==> src/rtl/bsp_sce_pkg.sv <==
// Shared types and constants of the schedule cost evaluator.
// No dependencies.
package bsp_sce_pkg;

  localparam int unsigned CFG_IDX_W  = 2;
  localparam int unsigned CFG_DATA_W = 16;

  localparam logic [4:0]  NUM_PROCS_RST = 5'd16;
  localparam logic [6:0]  NUM_STEPS_RST = 7'd64;
  localparam logic [15:0] COMM_GAIN_RST = 16'd1;
  localparam logic [15:0] SYNC_COST_RST = 16'd0;

  typedef enum logic [1:0] {
    CMD_NODE = 2'd0,
    CMD_COMM = 2'd1,
    CMD_EVAL = 2'd2,
    CMD_NONE = 2'd3
  } cmd_e;

  typedef enum logic [1:0] {
    CFG_NUM_PROCS = 2'd0,
    CFG_NUM_STEPS = 2'd1,
    CFG_COMM_GAIN = 2'd2,
    CFG_SYNC_COST = 2'd3
  } cfg_idx_e;

  typedef struct packed {
    logic [1:0]  cmd;
    logic [5:0]  superstep;
    logic [3:0]  proc_a;
    logic [3:0]  proc_b;
    logic [15:0] weight;
  } in_item_t;

  typedef struct packed {
    logic [31:0] total_cost;
    logic [31:0] work_cost;
    logic [31:0] comm_cost;
    logic        rejected;
  } out_item_t;

  typedef struct packed {
    logic accept;
    logic rmw;
    logic sweep_en;
    logic sweep_acc;
    logic sweep_start;
    logic fin_mul;
    logic out_load;
  } ctrl_cmd_t;

  typedef struct packed {
    cmd_e cmd;
    logic rec_ok;
    logic sweep_last;
    logic pipe_empty;
    logic out_free;
  } dp_status_t;

endpackage

==> src/rtl/bsp_sce_ctrl.sv <==
// Controller state machine of the schedule cost evaluator.
// Depends on bsp_sce_pkg; drives commands to bsp_sce_dp.
module bsp_sce_ctrl (
  input  logic                   clk_i,
  input  logic                   rst_ni,
  input  logic                   in_valid_i,
  output logic                   in_ready_o,
  input  bsp_sce_pkg::dp_status_t status_i,
  output bsp_sce_pkg::ctrl_cmd_t  cmd_o
);
  import bsp_sce_pkg::*;

  typedef enum logic [6:0] {
    ST_INIT  = 7'b0000001,
    ST_IDLE  = 7'b0000010,
    ST_RMW   = 7'b0000100,
    ST_SWEEP = 7'b0001000,
    ST_DRAIN = 7'b0010000,
    ST_MUL   = 7'b0100000,
    ST_OUT   = 7'b1000000
  } state_e;

  state_e state_q, state_d;

  assign in_ready_o = (state_q == ST_IDLE);

  always_comb begin
    state_d = state_q;
    cmd_o   = '0;
    case (state_q)
      ST_INIT: begin
        cmd_o.sweep_en = 1'b1;
        if (status_i.sweep_last) begin
          state_d = ST_IDLE;
        end
      end
      ST_IDLE: begin
        if (in_valid_i) begin
          cmd_o.accept = 1'b1;
          if (status_i.cmd inside {CMD_NODE, CMD_COMM}) begin
            if (status_i.rec_ok) begin
              state_d = ST_RMW;
            end
          end else if (status_i.cmd == CMD_EVAL) begin
            cmd_o.sweep_start = 1'b1;
            state_d           = ST_SWEEP;
          end
        end
      end
      ST_RMW: begin
        cmd_o.rmw = 1'b1;
        state_d   = ST_IDLE;
      end
      ST_SWEEP: begin
        cmd_o.sweep_en  = 1'b1;
        cmd_o.sweep_acc = 1'b1;
        if (status_i.sweep_last) begin
          state_d = ST_DRAIN;
        end
      end
      ST_DRAIN: begin
        if (status_i.pipe_empty) begin
          state_d = ST_MUL;
        end
      end
      ST_MUL: begin
        cmd_o.fin_mul = 1'b1;
        state_d       = ST_OUT;
      end
      ST_OUT: begin
        if (status_i.out_free) begin
          cmd_o.out_load = 1'b1;
          state_d        = ST_IDLE;
        end
      end
      default: begin
        state_d = ST_INIT;
      end
    endcase
  end

  always_ff @(posedge clk_i or negedge rst_ni) begin
    if (!rst_ni) begin
      state_q <= ST_INIT;
    end else begin
      state_q <= state_d;
    end
  end

endmodule

==> config.mk <==
export PLATFORM = sky130hd
export DESIGN_NAME = bsp_sce_ctrl
export DESIGN_NICKNAME = d
export VERILOG_FILES = /design/src/rtl/bsp_sce_pkg.sv /design/src/rtl/bsp_sce_ctrl.sv
export SDC_FILE = /design/constraint.sdc
export NUM_CORES = 1
export LEC_CHECK = 0
export BUFFER_PORTS_ARGS = -buffer_cell sky130_fd_sc_hd__buf_2
export CORE_AREA = 2 2 39 41
export DETAILED_ROUTE_END_ITERATION = 7
export DIE_AREA = 0 0 41 43
export PLACE_DENSITY = 0.73
export SLEW_MARGIN = 20
export SYNTH_ARGS = -nofsm -noshare
export SYNTH_HDL_FRONTEND = slang
export SYNTH_SLANG_ARGS = --single-unit
export TNS_END_PERCENT = 1
==> constraint.sdc <==
create_clock -name clk_i -period 2 [get_ports clk_i]
set_input_delay 0.3 -clock clk_i [delete_from_list [all_inputs] [get_ports clk_i]]
set_output_delay 0.3 -clock clk_i [all_outputs]
set_load 0.05 [all_outputs]
After elaboration in Yosys (flattened, before gate mapping)
Cells that the tools add are included.

Multiplexer cells: 21. Equality and inequality tests: 16. Reductions and logical operators: 4.

Operators by type and width (count): $mux 7 (8); $pmux 7 s7 (1); $mux 1 (12); $ne 2x2->1 const B (5); $eq 7x1->1 const B (1); $eq 7x2->1 const B (1); $eq 7x3->1 const B (1); $eq 7x4->1 const B (1); $eq 7x5->1 const B (1); $eq 7x6->1 const B (1); $eq 7x7->1 const B (1); $reduce_and 7->1 (1); $ne 3x1->1 const B (1); $ne 3x3->1 const B (1); $eq 2x1->1 const B (1); $eq 2x2->1 const B (1); $logic_not 2->1 (1); $reduce_bool 2->1 (1); $reduce_or 2->1 (1).

Output and inout port bits: 8. Logic and storage cells: 42. Bits of input ports: 9. Register bits after elaboration: 7.

Depth between registers and ports, before layout
Gate-level depths: netlist (run 1).

Depth after elaboration: 5. Mapped depth: 6. Mapped depth without buffers: 4.

Least setup slack after synthesis (run 1)
No wires, ideal clock.

Path kind: flip-flop to output port. Start: register state_q[5]. End: output port cmd_o[2] (netlist name). Setup slack: -2.051 ns. Stages on the path, launching flop included: 6. Arrival: 3.751 ns. Required time: 1.700 ns. Cells stage by stage: dfrtp_1 clkbuf_1 or2_1 nor4b_1 nand2_1 nor2_1.

RTL lines: start, declared (RTL line bsp_sce_ctrl.sv:23) `state_e state_q, state_d;`; start signal, assigned (RTL line bsp_sce_ctrl.sv:86) `state_q <= state_d;`; end, declared (RTL line bsp_sce_ctrl.sv:9) `output bsp_sce_pkg::ctrl_cmd_t cmd_o`.

==> results of run 1 <==
[worst reg2reg max path: stages, from the launching register on]
cell                       delay [ns]
sky130_fd_sc_hd__dfrtp_1         0.39
sky130_fd_sc_hd__or4_4           0.60
sky130_fd_sc_hd__or4b_4          0.53
sky130_fd_sc_hd__o211ai_1        0.11
sky130_fd_sc_hd__o21ai_1         0.08
[worst max path at each step]
stage / start / to / depth (start not counted)
6_report: state_q[1] / cmd_o[1] / 3
3_3_place_gp: state_q[0] / state_q[4] / 4
3_5_place_dp: state_q[0] / state_q[5] / 4
4_1_cts: state_q[2] / cmd_o[1] / 3
5_1_grt: state_q[1] / cmd_o[1] / 3
2_1_floorplan: state_q[5] / cmd_o[2] / 5
[routing by layer]
metal  vias to the layer above  GRT usage (%)  share of wire, %
met2                        14           30.3                49
met5                         -              0                 0
met4                         0           12.0               2.9
li1                        273              -                 -
met1                       278           29.3                44
met3                         5           4.71               4.1
[cell usage in the layout, fill, tap and decap left out, types with 2 or more instances in the layout]
cell	netlist	routed
sky130_fd_sc_hd__and4_1	2	2
sky130_fd_sc_hd__buf_2	2	12
sky130_fd_sc_hd__buf_4	0	9
sky130_fd_sc_hd__buf_6	1	2
sky130_fd_sc_hd__clkbuf_4	0	3
sky130_fd_sc_hd__dfrtp_1	6	6
sky130_fd_sc_hd__inv_1	3	2
sky130_fd_sc_hd__nand2_1	3	2
sky130_fd_sc_hd__nand2b_1	4	4
sky130_fd_sc_hd__nor2_1	5	4
sky130_fd_sc_hd__nor3_1	4	2
sky130_fd_sc_hd__nor3_2	0	2
sky130_fd_sc_hd__nor4_1	3	3
sky130_fd_sc_hd__nor4b_4	0	2
sky130_fd_sc_hd__o211ai_1	3	3
sky130_fd_sc_hd__o21ai_0	3	3
sky130_fd_sc_hd__xor2_1	3	3
[kinds of logic after synthesis]
| logic type | after synthesis | synth area share [%] |
|---|---|---|
| compound gates | 14 | 21.1 |
| mux | 1 | 2.06 |
| simple gates | 28 | 31.0 |
| xor+xnor | 3 | 4.82 |
| buf+inv | 10 | 8.71 |
| flops | 7 | 32.3 |
[power breakdown]
group / leakage (uW) / internal [uW] / switching (uW)
sequential: 0.0000925 / 177 / 33.5
clock: 0.0000150 / 76.3 / 54.8
combinational: 0.000248 / 219 / 293
total: 0.000356 / 472 / 381
[synth_stat cells, drive strengths merged (2+ instances only)]
library cell	count
o211ai	3
dfrtp	6
nand2b	4
nor3	4
xor2	3
nor4	3
nand2	3
nor4b	2
nor2	5
inv	3
and4	2
clkbuf	4
buf	3
o21ai	5
[layout make-up]
type,count,area (sq um)
sequential,7,176
inverter,3,15.0
multi-input combinational,46,378
timing repair buffer,25,175
tap,16,20.0
fill,125,593
clock buffer,4,26.3
[stage by stage]
stage,worst slack (ns),power [uW],hold slack [ns]
5_1_grt,-0.0407,907,0.324
6_report,0.0169,853,0.303
3_5_place_dp,0.0553,672,0.138
4_1_cts,0.00863,847,0.296
3_3_place_gp,0.0872,662,0.137
2_1_floorplan,-0.350,595,0.00441
[what timing repair did]
action,4_1_cts,5_1_grt
gates resized for setup,6,5
buffers inserted,2,0
hold buffers,1,0
setup endpoints to repair,4,4
pin swaps,3,1
endpoints found under the hold margin,6,0
==> flow_metrics.env, run 1 <==
export IMPL_startpoint_type="flop"
export IMPL_drt_pass1_iter_count=4
export IMPL_reg2reg_to="state_q[4]"
export IMPL_critPathArrivalTime_ns=1.68
export IMPL_drc=0
export IMPL_drtIter0Drc=11
export IMPL_antenna_found_initial=0
export IMPL_r2r_cells=4
export IMPL_worst_setup_path_end_kind="output pin"
export IMPL_report_final_hold_viol_count=0
export IMPL_synth_yosys_seq_area_share_pct=32.3
export IMPL_route_final_wire_length_mm=1.38
export IMPL_setup_total_negative_slack_ns=0
export IMPL_htree_levels=1
export IMPL_maxSlewViolCount=0
export IMPL_detailedPlacementHpwl_mm=1.06
export IMPL_standard_cell_row_count=14
export IMPL_numPortBuffers=16
export IMPL_die_y_um=43
export IMPL_power_ir_vdd_worst_v=0.000606
export IMPL_async_reset_ff_share_pct=100
export IMPL_syn_area_sq_um=546
export IMPL_holdPathEnd="state_q[2]"
export IMPL_largest_register_ff_count=7
export IMPL_min_from="status_i[3]"
export IMPL_netlist_top_cells_area="sky130_fd_sc_hd__dfrtp_1, sky130_fd_sc_hd__dfstp_2, sky130_fd_sc_hd__xor2_1, sky130_fd_sc_hd__nand2b_1, sky130_fd_sc_hd__o211ai_1"
export IMPL_synthToLayoutAreaGrowth_pct=45.0
export IMPL_max_stage_delay_ns=0.60
export IMPL_max_slew_margin_pct=74.9
export IMPL_num_vias=570
export IMPL_post_drt_via_cell_ratio=5.64
export IMPL_post_place_cells=94
export IMPL_design_portCount=17
export IMPL_drive_gt1_share_pct=49.4
export IMPL_overflow=0
export IMPL_ys_warn_count=0
export IMPL_reg2reg_setup_slack_ns=0.17
export IMPL_die_w_um=41
export IMPL_synth_edf_count=0
export IMPL_crit_buf_inv=1
export IMPL_required_ns=1.70
export IMPL_dieArea_sq_um=1760
export IMPL_finalSetupViolations=0
export IMPL_ys_flop_type="sky130_fd_sc_hd__dfrtp_1"
export IMPL_clock_root_buffer="sky130_fd_sc_hd__clkbuf_4"
export IMPL_leakage_uw=0.000356
export IMPL_critPathKind="reg -> out"
export IMPL_achievable_frequency_mhz=504
export IMPL_antenna_cells=0
export IMPL_utilization_pct=57.1
export IMPL_grt_pass1_vias=536
export IMPL_netlist_instances=63
export IMPL_rsz0062_at_grt="true"
export IMPL_finish_net_count=95
export IMPL_top_regs="state_q x7"
export IMPL_cts_tree="yes"
export IMPL_timing_rr_start="state_q[1]"
export IMPL_min_period_over_period_pct=99.2
export IMPL_insertion_delay_ns=0.25
export IMPL_initial_core_util_pct=39.4
export IMPL_cts_made_buffers=3
export IMPL_status="finished, final reports clean"
export IMPL_gpl_final_weighted_congestion=0.768
export IMPL_worst_path_max_fanout=6
export IMPL_cp_slowest_cell="sky130_fd_sc_hd__or4_4"
export IMPL_clock_path_buffers=2
export IMPL_postSynthNetCount=72
export IMPL_final_design_area_no_fill_sq_um=791
export IMPL_final_antenna_net_count=0
export IMPL_finalClockSkew_ns=0.00582
export IMPL_layoutNonFillerInstCount=101
export IMPL_tritoncts_num_sinks=7
export IMPL_design_core_area_sq_um=1380
export IMPL_registers_top_by_ff_count="state_q"
export IMPL_synth_avg_cell_area_sq_um=8.66
export IMPL_hold_path_class="in -> reg"
export IMPL_flip_flop_and_latch_count_after_synthesis=7
export IMPL_route_detailed_wl_per_inst_um=13.7
export IMPL_grt_first_pass_wirelength_mm=2.48
export IMPL_holdPathStages=3
export IMPL_clk_pin_slew_ns=0.06
export IMPL_powerDensity_nw_per_um2=1080
export IMPL_worst_slew_pin_slew_ns=0.375
export IMPL_largest_net_degree_at_the_start_of_global_routing=12
export IMPL_netlist_cell_type_count=30
export IMPL_critical_path_cell_chain="or4_4, nor4b_4, buf_6"
export IMPL_final_min_clock_period_ns=1.98
export IMPL_post_dp_cell_area_sq_um=706
export IMPL_cap_viol_max_count=0
export IMPL_cpLargestDelayFamily="simple AND/OR/NAND/NOR gates"
export IMPL_yosysTopAreaCellShare_pct=27.5
export IMPL_dominant_cell_type_by_area_after_synthesis="sky130_fd_sc_hd__dfrtp_1"
export IMPL_grtUsageTotal_pct=21.5
Note: power is estimated with default switching activity, not from simulation.
==> run 2: changes to the inputs <==
--- a/config.mk
+++ b/config.mk
@@ -6,10 +6,10 @@
 export NUM_CORES = 1
 export LEC_CHECK = 0
 export BUFFER_PORTS_ARGS = -buffer_cell sky130_fd_sc_hd__buf_2
-export CORE_AREA = 2 2 39 41
+export CORE_MARGIN = 2
+export CORE_UTILIZATION = 30
 export DETAILED_ROUTE_END_ITERATION = 7
-export DIE_AREA = 0 0 41 43
-export PLACE_DENSITY = 0.73
+export PLACE_DENSITY = 0.57
 export SLEW_MARGIN = 20
 export SYNTH_ARGS = -nofsm -noshare
 export SYNTH_HDL_FRONTEND = slang
==> run 2 against run 1 <==
Compared with the run above: hold slack improved by 0.015 ns; count of clock-buffer cells in the layout unchanged; critical path depth unchanged; core utilization decreased by 12 points; die area increased by 23%; global-route usage fell by 7.0 points; register-to-register slack about the same; flip-flop and latch count unchanged; total power shrank 3.6%; clock skew decreased by 0.0038 ns; worst setup slack better by 0.017 ns; combinational power shrank 4.9%; highest routed layer is now met3.
==> flow_metrics.env, run 2 (synthesis results as in run 1) <==
export IMPL_route_final_wire_length_mm=1.35
export IMPL_standard_cell_row_count=15
export IMPL_drive_gt1_share_pct=48.8
export IMPL_power_ir_vdd_worst_v=0.000429
export IMPL_gpl_final_weighted_congestion=0.750
export IMPL_design_core_area_sq_um=1730
export IMPL_min_period_over_period_pct=98.3
export IMPL_comb_power_share_pct=59.2
export IMPL_initial_core_util_pct=31.6
export IMPL_numPortBuffers=16
export IMPL_nFillCells=182
export IMPL_antenna_found_initial=0
export IMPL_post_place_cells=103
export IMPL_top_regs="state_q x7"
export IMPL_r2r_cells=4
export IMPL_finalClockSkew_ns=0.00204
export IMPL_post_drt_via_cell_ratio=4.98
export IMPL_drtIter0Drc=8
export IMPL_htree_levels=1
export IMPL_grt_pass1_vias=504
export IMPL_cap_viol_max_count=0
export IMPL_registers_top_by_ff_count="state_q"
export IMPL_finish_net_count=94
export IMPL_worst_setup_path_end_kind="output pin"
export IMPL_overflow=0
export IMPL_critPathArrivalTime_ns=1.67
export IMPL_footprint_of_the_multi_input_gates_sq_um=378
export IMPL_startpoint_type="flop"
export IMPL_critPathKind="reg -> out"
export IMPL_clk_pin_slew_ns=0.05
export IMPL_layout_cells_most_common="sky130_fd_sc_hd__buf_2"
export IMPL_die_w_um=46.6
export IMPL_maxSlewViolCount=0
export IMPL_achievable_frequency_mhz=509
export IMPL_grt_first_pass_wirelength_mm=2.21
export IMPL_detailedPlacementHpwl_mm=1.02
export IMPL_setup_ws_ns=0.0337
export IMPL_holdPathStages=3
export IMPL_final_min_clock_period_ns=1.97
export IMPL_die_y_um=46.6
export IMPL_status="finished, final reports clean"
export IMPL_synthToLayoutAreaGrowth_pct=43.6
export IMPL_finalSetupViolations=0
export IMPL_worst_slew_pin_slew_ns=0.390
export IMPL_drc=0
export IMPL_utilization_pct=45.4
export IMPL_dieArea_sq_um=2180
export IMPL_route_detailed_wl_per_inst_um=12.4
export IMPL_clock_path_buffers=2
export IMPL_hold_path_class="in -> reg"
export IMPL_largest_register_ff_count=7
export IMPL_layoutNonFillerInstCount=109
export IMPL_max_slew_margin_pct=73.9
export IMPL_pwr_share_clk_pct=15.3
export IMPL_cts_tree="yes"
export IMPL_grtUsageTotal_pct=14.5
export IMPL_drt_pass1_iter_count=4
export IMPL_required_ns=1.70
export IMPL_seq_area_sq_um=176
export IMPL_p_sw_share_pct=44.7
export IMPL_final_cell_mix="sky130_fd_sc_hd__buf_2, sky130_fd_sc_hd__buf_4, sky130_fd_sc_hd__dfrtp_1"
export IMPL_num_vias=543
export IMPL_largest_net_degree_at_the_start_of_global_routing=12
export IMPL_internal_power_uw=455
export IMPL_dpl_worst_slack_ns=0.0337
export IMPL_insertion_delay_ns=0.25
export IMPL_design_portCount=17
export IMPL_leakage_uw=0.000347
export IMPL_net_switching_power_uw=368
export IMPL_final_antenna_net_count=0
export IMPL_antenna_cells=0
export IMPL_powerDensity_nw_per_um2=1050
export IMPL_tritoncts_num_sinks=7
export IMPL_clock_root_buffer="sky130_fd_sc_hd__clkbuf_4"
export IMPL_report_final_hold_viol_count=0
export IMPL_report_power_total_uw=822
export IMPL_relative_contribution_of_sequential_cells_to_total_power_pct=25.5
export IMPL_worst_path_max_fanout=6
export IMPL_rsz0062_at_grt="true"
export IMPL_cts_made_buffers=3
[run 2: critical path, cell delays in order, from the launching register on]
cell and delay (ns):
sky130_fd_sc_hd__dfrtp_1 0.38, sky130_fd_sc_hd__or4_4 0.60, sky130_fd_sc_hd__nor4b_4 0.24, sky130_fd_sc_hd__buf_6 0.19
[run 2: metal layers]
layer	routed length, um	track usage, %	vias up
met5	0	0	-
met4	0	4.44	0
met3	39	3.53	0
met2	650	22.2	8
met1	660	20.0	262
li1	-	-	273
[run 2: power groups by stage]
| stage | registers (uW) | clock network (uW) | logic (uW) |
|---|---|---|---|
| 5_1_grt | 212 | 138 | 522 |
| 2_1_floorplan | 193 | 0 | 402 |
| 4_1_cts | 206 | 131 | 488 |
| 3_3_place_gp | 207 | 0 | 461 |
| 6_report | 210 | 126 | 487 |
| 3_5_place_dp | 207 | 0 | 464 |
[run 2: final timing paths]
| path | slack (ns) | start | to |
|---|---|---|---|
| max reg2reg | 0.16 | state_q[2] | state_q[4] |
| min in group asynchronous | 0.43 | rst_ni | state_q[5] |
| max | 0.03 | state_q[2] | cmd_o[1] |
| min | 0.32 | status_i[3] | state_q[2] |
| max in group asynchronous | 1.34 | rst_ni | state_q[0] |
| min reg2reg | 0.64 | state_q[2] | state_q[5] |
[run 2: cell type report]
class                           instances  area share (%)
Clock buffer                            4            3.35
Timing Repair Buffer                   24            20.0
Sequential cell                         7            22.5
Multi-Input combinational cell         46            48.2
Tap cell                               25            3.99
Inverter                                3            1.92
[run 2: timing repair]
item                       4_1_cts  5_1_grt
gates resized for setup          5        2
gates cloned                     0        0
hold buffers                     1        0
hold endpoints to repair         6        0
setup endpoints to repair        4        4
setup buffers                    1        0
pin swaps                        2        1
[run 2: stage by stage]
stage / TNS [ns] / hold slack (ns) / cell area, sq um
global route: -0.0691 / 0.345 / 783
CTS: 0 / 0.311 / 776
detailed placement: 0 / 0.139 / 717
finish: 0 / 0.318 / 783
floorplan: -1.05 / 0.00441 / 607
global placement: 0 / 0.141 / 717
==> run 3: changes to the inputs <==
--- a/config.mk
+++ b/config.mk
@@ -6,10 +6,13 @@
 export NUM_CORES = 1
 export LEC_CHECK = 0
 export BUFFER_PORTS_ARGS = -buffer_cell sky130_fd_sc_hd__buf_2
+export CELL_PAD_IN_SITES_DETAIL_PLACEMENT = 1
+export CELL_PAD_IN_SITES_GLOBAL_PLACEMENT = 1
 export CORE_MARGIN = 2
 export CORE_UTILIZATION = 30
 export DETAILED_ROUTE_END_ITERATION = 7
-export PLACE_DENSITY = 0.57
+export PLACE_DENSITY = 0.73
+export SETUP_SLACK_MARGIN = 0.1
 export SLEW_MARGIN = 20
 export SYNTH_ARGS = -nofsm -noshare
 export SYNTH_HDL_FRONTEND = slang
==> run 3 against run 2 <==
Compared with the run above: cell count up 0.92%; hold slack gained 0.0056 ns; global-route usage rose by 3.5 points; clock power down 3%; die area unchanged; fmax grew 0.77%; highest routed layer unchanged.
==> flow_metrics.env, run 3 (synthesis results as in run 1) <==
export IMPL_status="finished, final reports clean"
export IMPL_design_portCount=17
export IMPL_drt_met1_wl_um=724
export IMPL_startpoint_type="flop"
export IMPL_r2r_cells=4
export IMPL_rsz0062_at_grt="true"
export IMPL_dpl_worst_slack_ns=0.0383
export IMPL_power_ir_vdd_worst_v=0.000509
export IMPL_required_ns=1.70
export IMPL_setup_total_negative_slack_ns=0
export IMPL_post_place_cells=103
export IMPL_initial_core_util_pct=31.6
export IMPL_top_layer="met3"
export IMPL_final_hold_worst_slack_ns=0.323
export IMPL_drive_gt1_share_pct=49.4
export IMPL_registers_top_by_ff_count="state_q"
export IMPL_insertion_delay_ns=0.24
export IMPL_standard_cell_row_count=15
export IMPL_cts_tree="yes"
export IMPL_holdPathStages=3
export IMPL_max_slew_margin_pct=72.9
export IMPL_nFillCells=208
export IMPL_powerDensity_nw_per_um2=1080
export IMPL_achievable_frequency_mhz=513
export IMPL_max_stage_delay_ns=0.51
export IMPL_antenna_cells=0
export IMPL_reg2reg_setup_slack_ns=0.17
export IMPL_met3RoutedLength_um=59
export IMPL_min_from="status_i[3]"
export IMPL_cpLargestDelayFamily="simple AND/OR/NAND/NOR gates"
export IMPL_numPortBuffers=16
export IMPL_grt_first_pass_wirelength_mm=2.67
export IMPL_final_min_clock_period_ns=1.95
export IMPL_overflow=0
export IMPL_largest_register_ff_count=7
export IMPL_clock_path_buffers=2
export IMPL_final_cell_mix="sky130_fd_sc_hd__buf_2, sky130_fd_sc_hd__buf_4, sky130_fd_sc_hd__dfrtp_1"
export IMPL_reg2reg_to="state_q[4]"
export IMPL_crit_buf_inv=1
export IMPL_worst_slew_pin_slew_ns=0.405
export IMPL_cts_made_buffers=3
export IMPL_post_drt_via_cell_ratio=5.00
export IMPL_route_detailed_wl_per_inst_um=14.8
export IMPL_num_vias=550
export IMPL_critPathArrivalTime_ns=1.65
export IMPL_finalSetupViolations=0
export IMPL_leakage_uw=0.000362
export IMPL_worst_path_max_fanout=6
export IMPL_finish_net_count=95
export IMPL_grt_pass1_vias=581
export IMPL_antenna_found_initial=0
export IMPL_layout_cells_most_common="sky130_fd_sc_hd__buf_2"
export IMPL_cp_slowest_cell="sky130_fd_sc_hd__or4_4"
export IMPL_grtUsageTotal_pct=18.0
export IMPL_htree_levels=1
export IMPL_largest_net_degree_at_the_start_of_global_routing=12
export IMPL_finalClockSkew_ns=0.00185
export IMPL_design_core_area_sq_um=1730
export IMPL_min_period_over_period_pct=97.6
export IMPL_clock_root_buffer="sky130_fd_sc_hd__clkbuf_4"
export IMPL_met2_wirelength_um=841
export IMPL_drt_pass1_iter_count=4
export IMPL_timing_rr_start="state_q[3]"
export IMPL_cap_viol_max_count=0
export IMPL_report_final_hold_viol_count=0
export IMPL_report_power_total_uw=898
export IMPL_detailedPlacementHpwl_mm=1.22
export IMPL_maxSlewViolCount=0
export IMPL_gpl_final_weighted_congestion=0.766
export IMPL_drtIter0Drc=7
export IMPL_clk_pin_slew_ns=0.05
export IMPL_critical_path_cell_chain="or4_4, nor4b_4, buf_6"
export IMPL_critPathKind="reg -> out"
export IMPL_hold_path_class="in -> reg"
export IMPL_route_final_wire_length_mm=1.62
export IMPL_tritoncts_num_sinks=7
export IMPL_crit_path_start="state_q[3]"
export IMPL_dieArea_sq_um=2180
export IMPL_holdPathEnd="state_q[2]"
export IMPL_die_w_um=46.6
export IMPL_layoutNonFillerInstCount=110
export IMPL_worst_setup_path_end_kind="output pin"
export IMPL_setup_ws_ns=0.0488
export IMPL_synthToLayoutAreaGrowth_pct=51.8
export IMPL_top_regs="state_q x7"
export IMPL_final_antenna_net_count=0
export IMPL_drc=0
export IMPL_die_y_um=46.6
==> run 3: cell count changes in the layout (fill, tap and decap cells not counted) <==
cell / change
sky130_fd_sc_hd__buf_2: -2
sky130_fd_sc_hd__buf_6: +1
sky130_fd_sc_hd__clkbuf_4: -1
sky130_fd_sc_hd__nor3_4: +1
sky130_fd_sc_hd__nor3_2: -1
sky130_fd_sc_hd__buf_8: +3
==> run 3: timing repair <==
item / CTS / global route
pin swaps: 3 / 2
hold buffers: 1 / 0
resized for setup: 7 / 13
setup endpoints to repair: 8 / 6
buffers inserted: 2 / 0
hold endpoints to repair: 6 / 0
==> run 3: per-stage QoR <==
step                area, sq um  util (%)
finish                      828      48.0
global route                828      48.0
CTS                         792      45.9
detailed placement          717      41.5
global placement            717      41.5
floorplan                   607         -
==> run 3: cell type report <==
cell class | instances | area (sq um) | share of cell area [%]
repair buffers | 25 | 195 | 23.6
well taps | 25 | 31.3 | 3.78
clock buffers | 4 | 26.3 | 3.17
inverters | 3 | 15.0 | 1.81
flip-flops and latches | 7 | 176 | 21.3
multi-input cells | 46 | 384 | 46.4
==> run 3: how the worst max path moves through the flow <==
stage	endpoint	slack, ns	cells past startpoint
final	cmd_o[1]	0.05	3
after global placement	state_q[4]	0.08	4
after CTS	cmd_o[1]	0.03	3
after floorplan	cmd_o[2]	-0.35	5
after detailed placement	state_q[4]	0.04	4
after global routing	cmd_o[2]	-0.03	5
==> run 3: worst register-to-register path: cells and delay by family (launching register included) <==
kind,cells,cell delay [ns]
AO/OA/AOI/OAI,2,0.21
flip-flops,1,0.47
AND/OR/NAND/NOR,2,1.04
==> run 3: layer usage <==
metal	up-vias	GRT usage (%)
met3	0	2.35
met5	-	0
met2	10	30.0
met4	0	5.00
li1	272	-
met1	268	24.2
==> run 3: report_power, final <==
group | switching [uW] | internal [uW]
sequential | 41.5 | 177
combinational | 304 | 253
clock | 46.6 | 75.8
total | 392 | 505
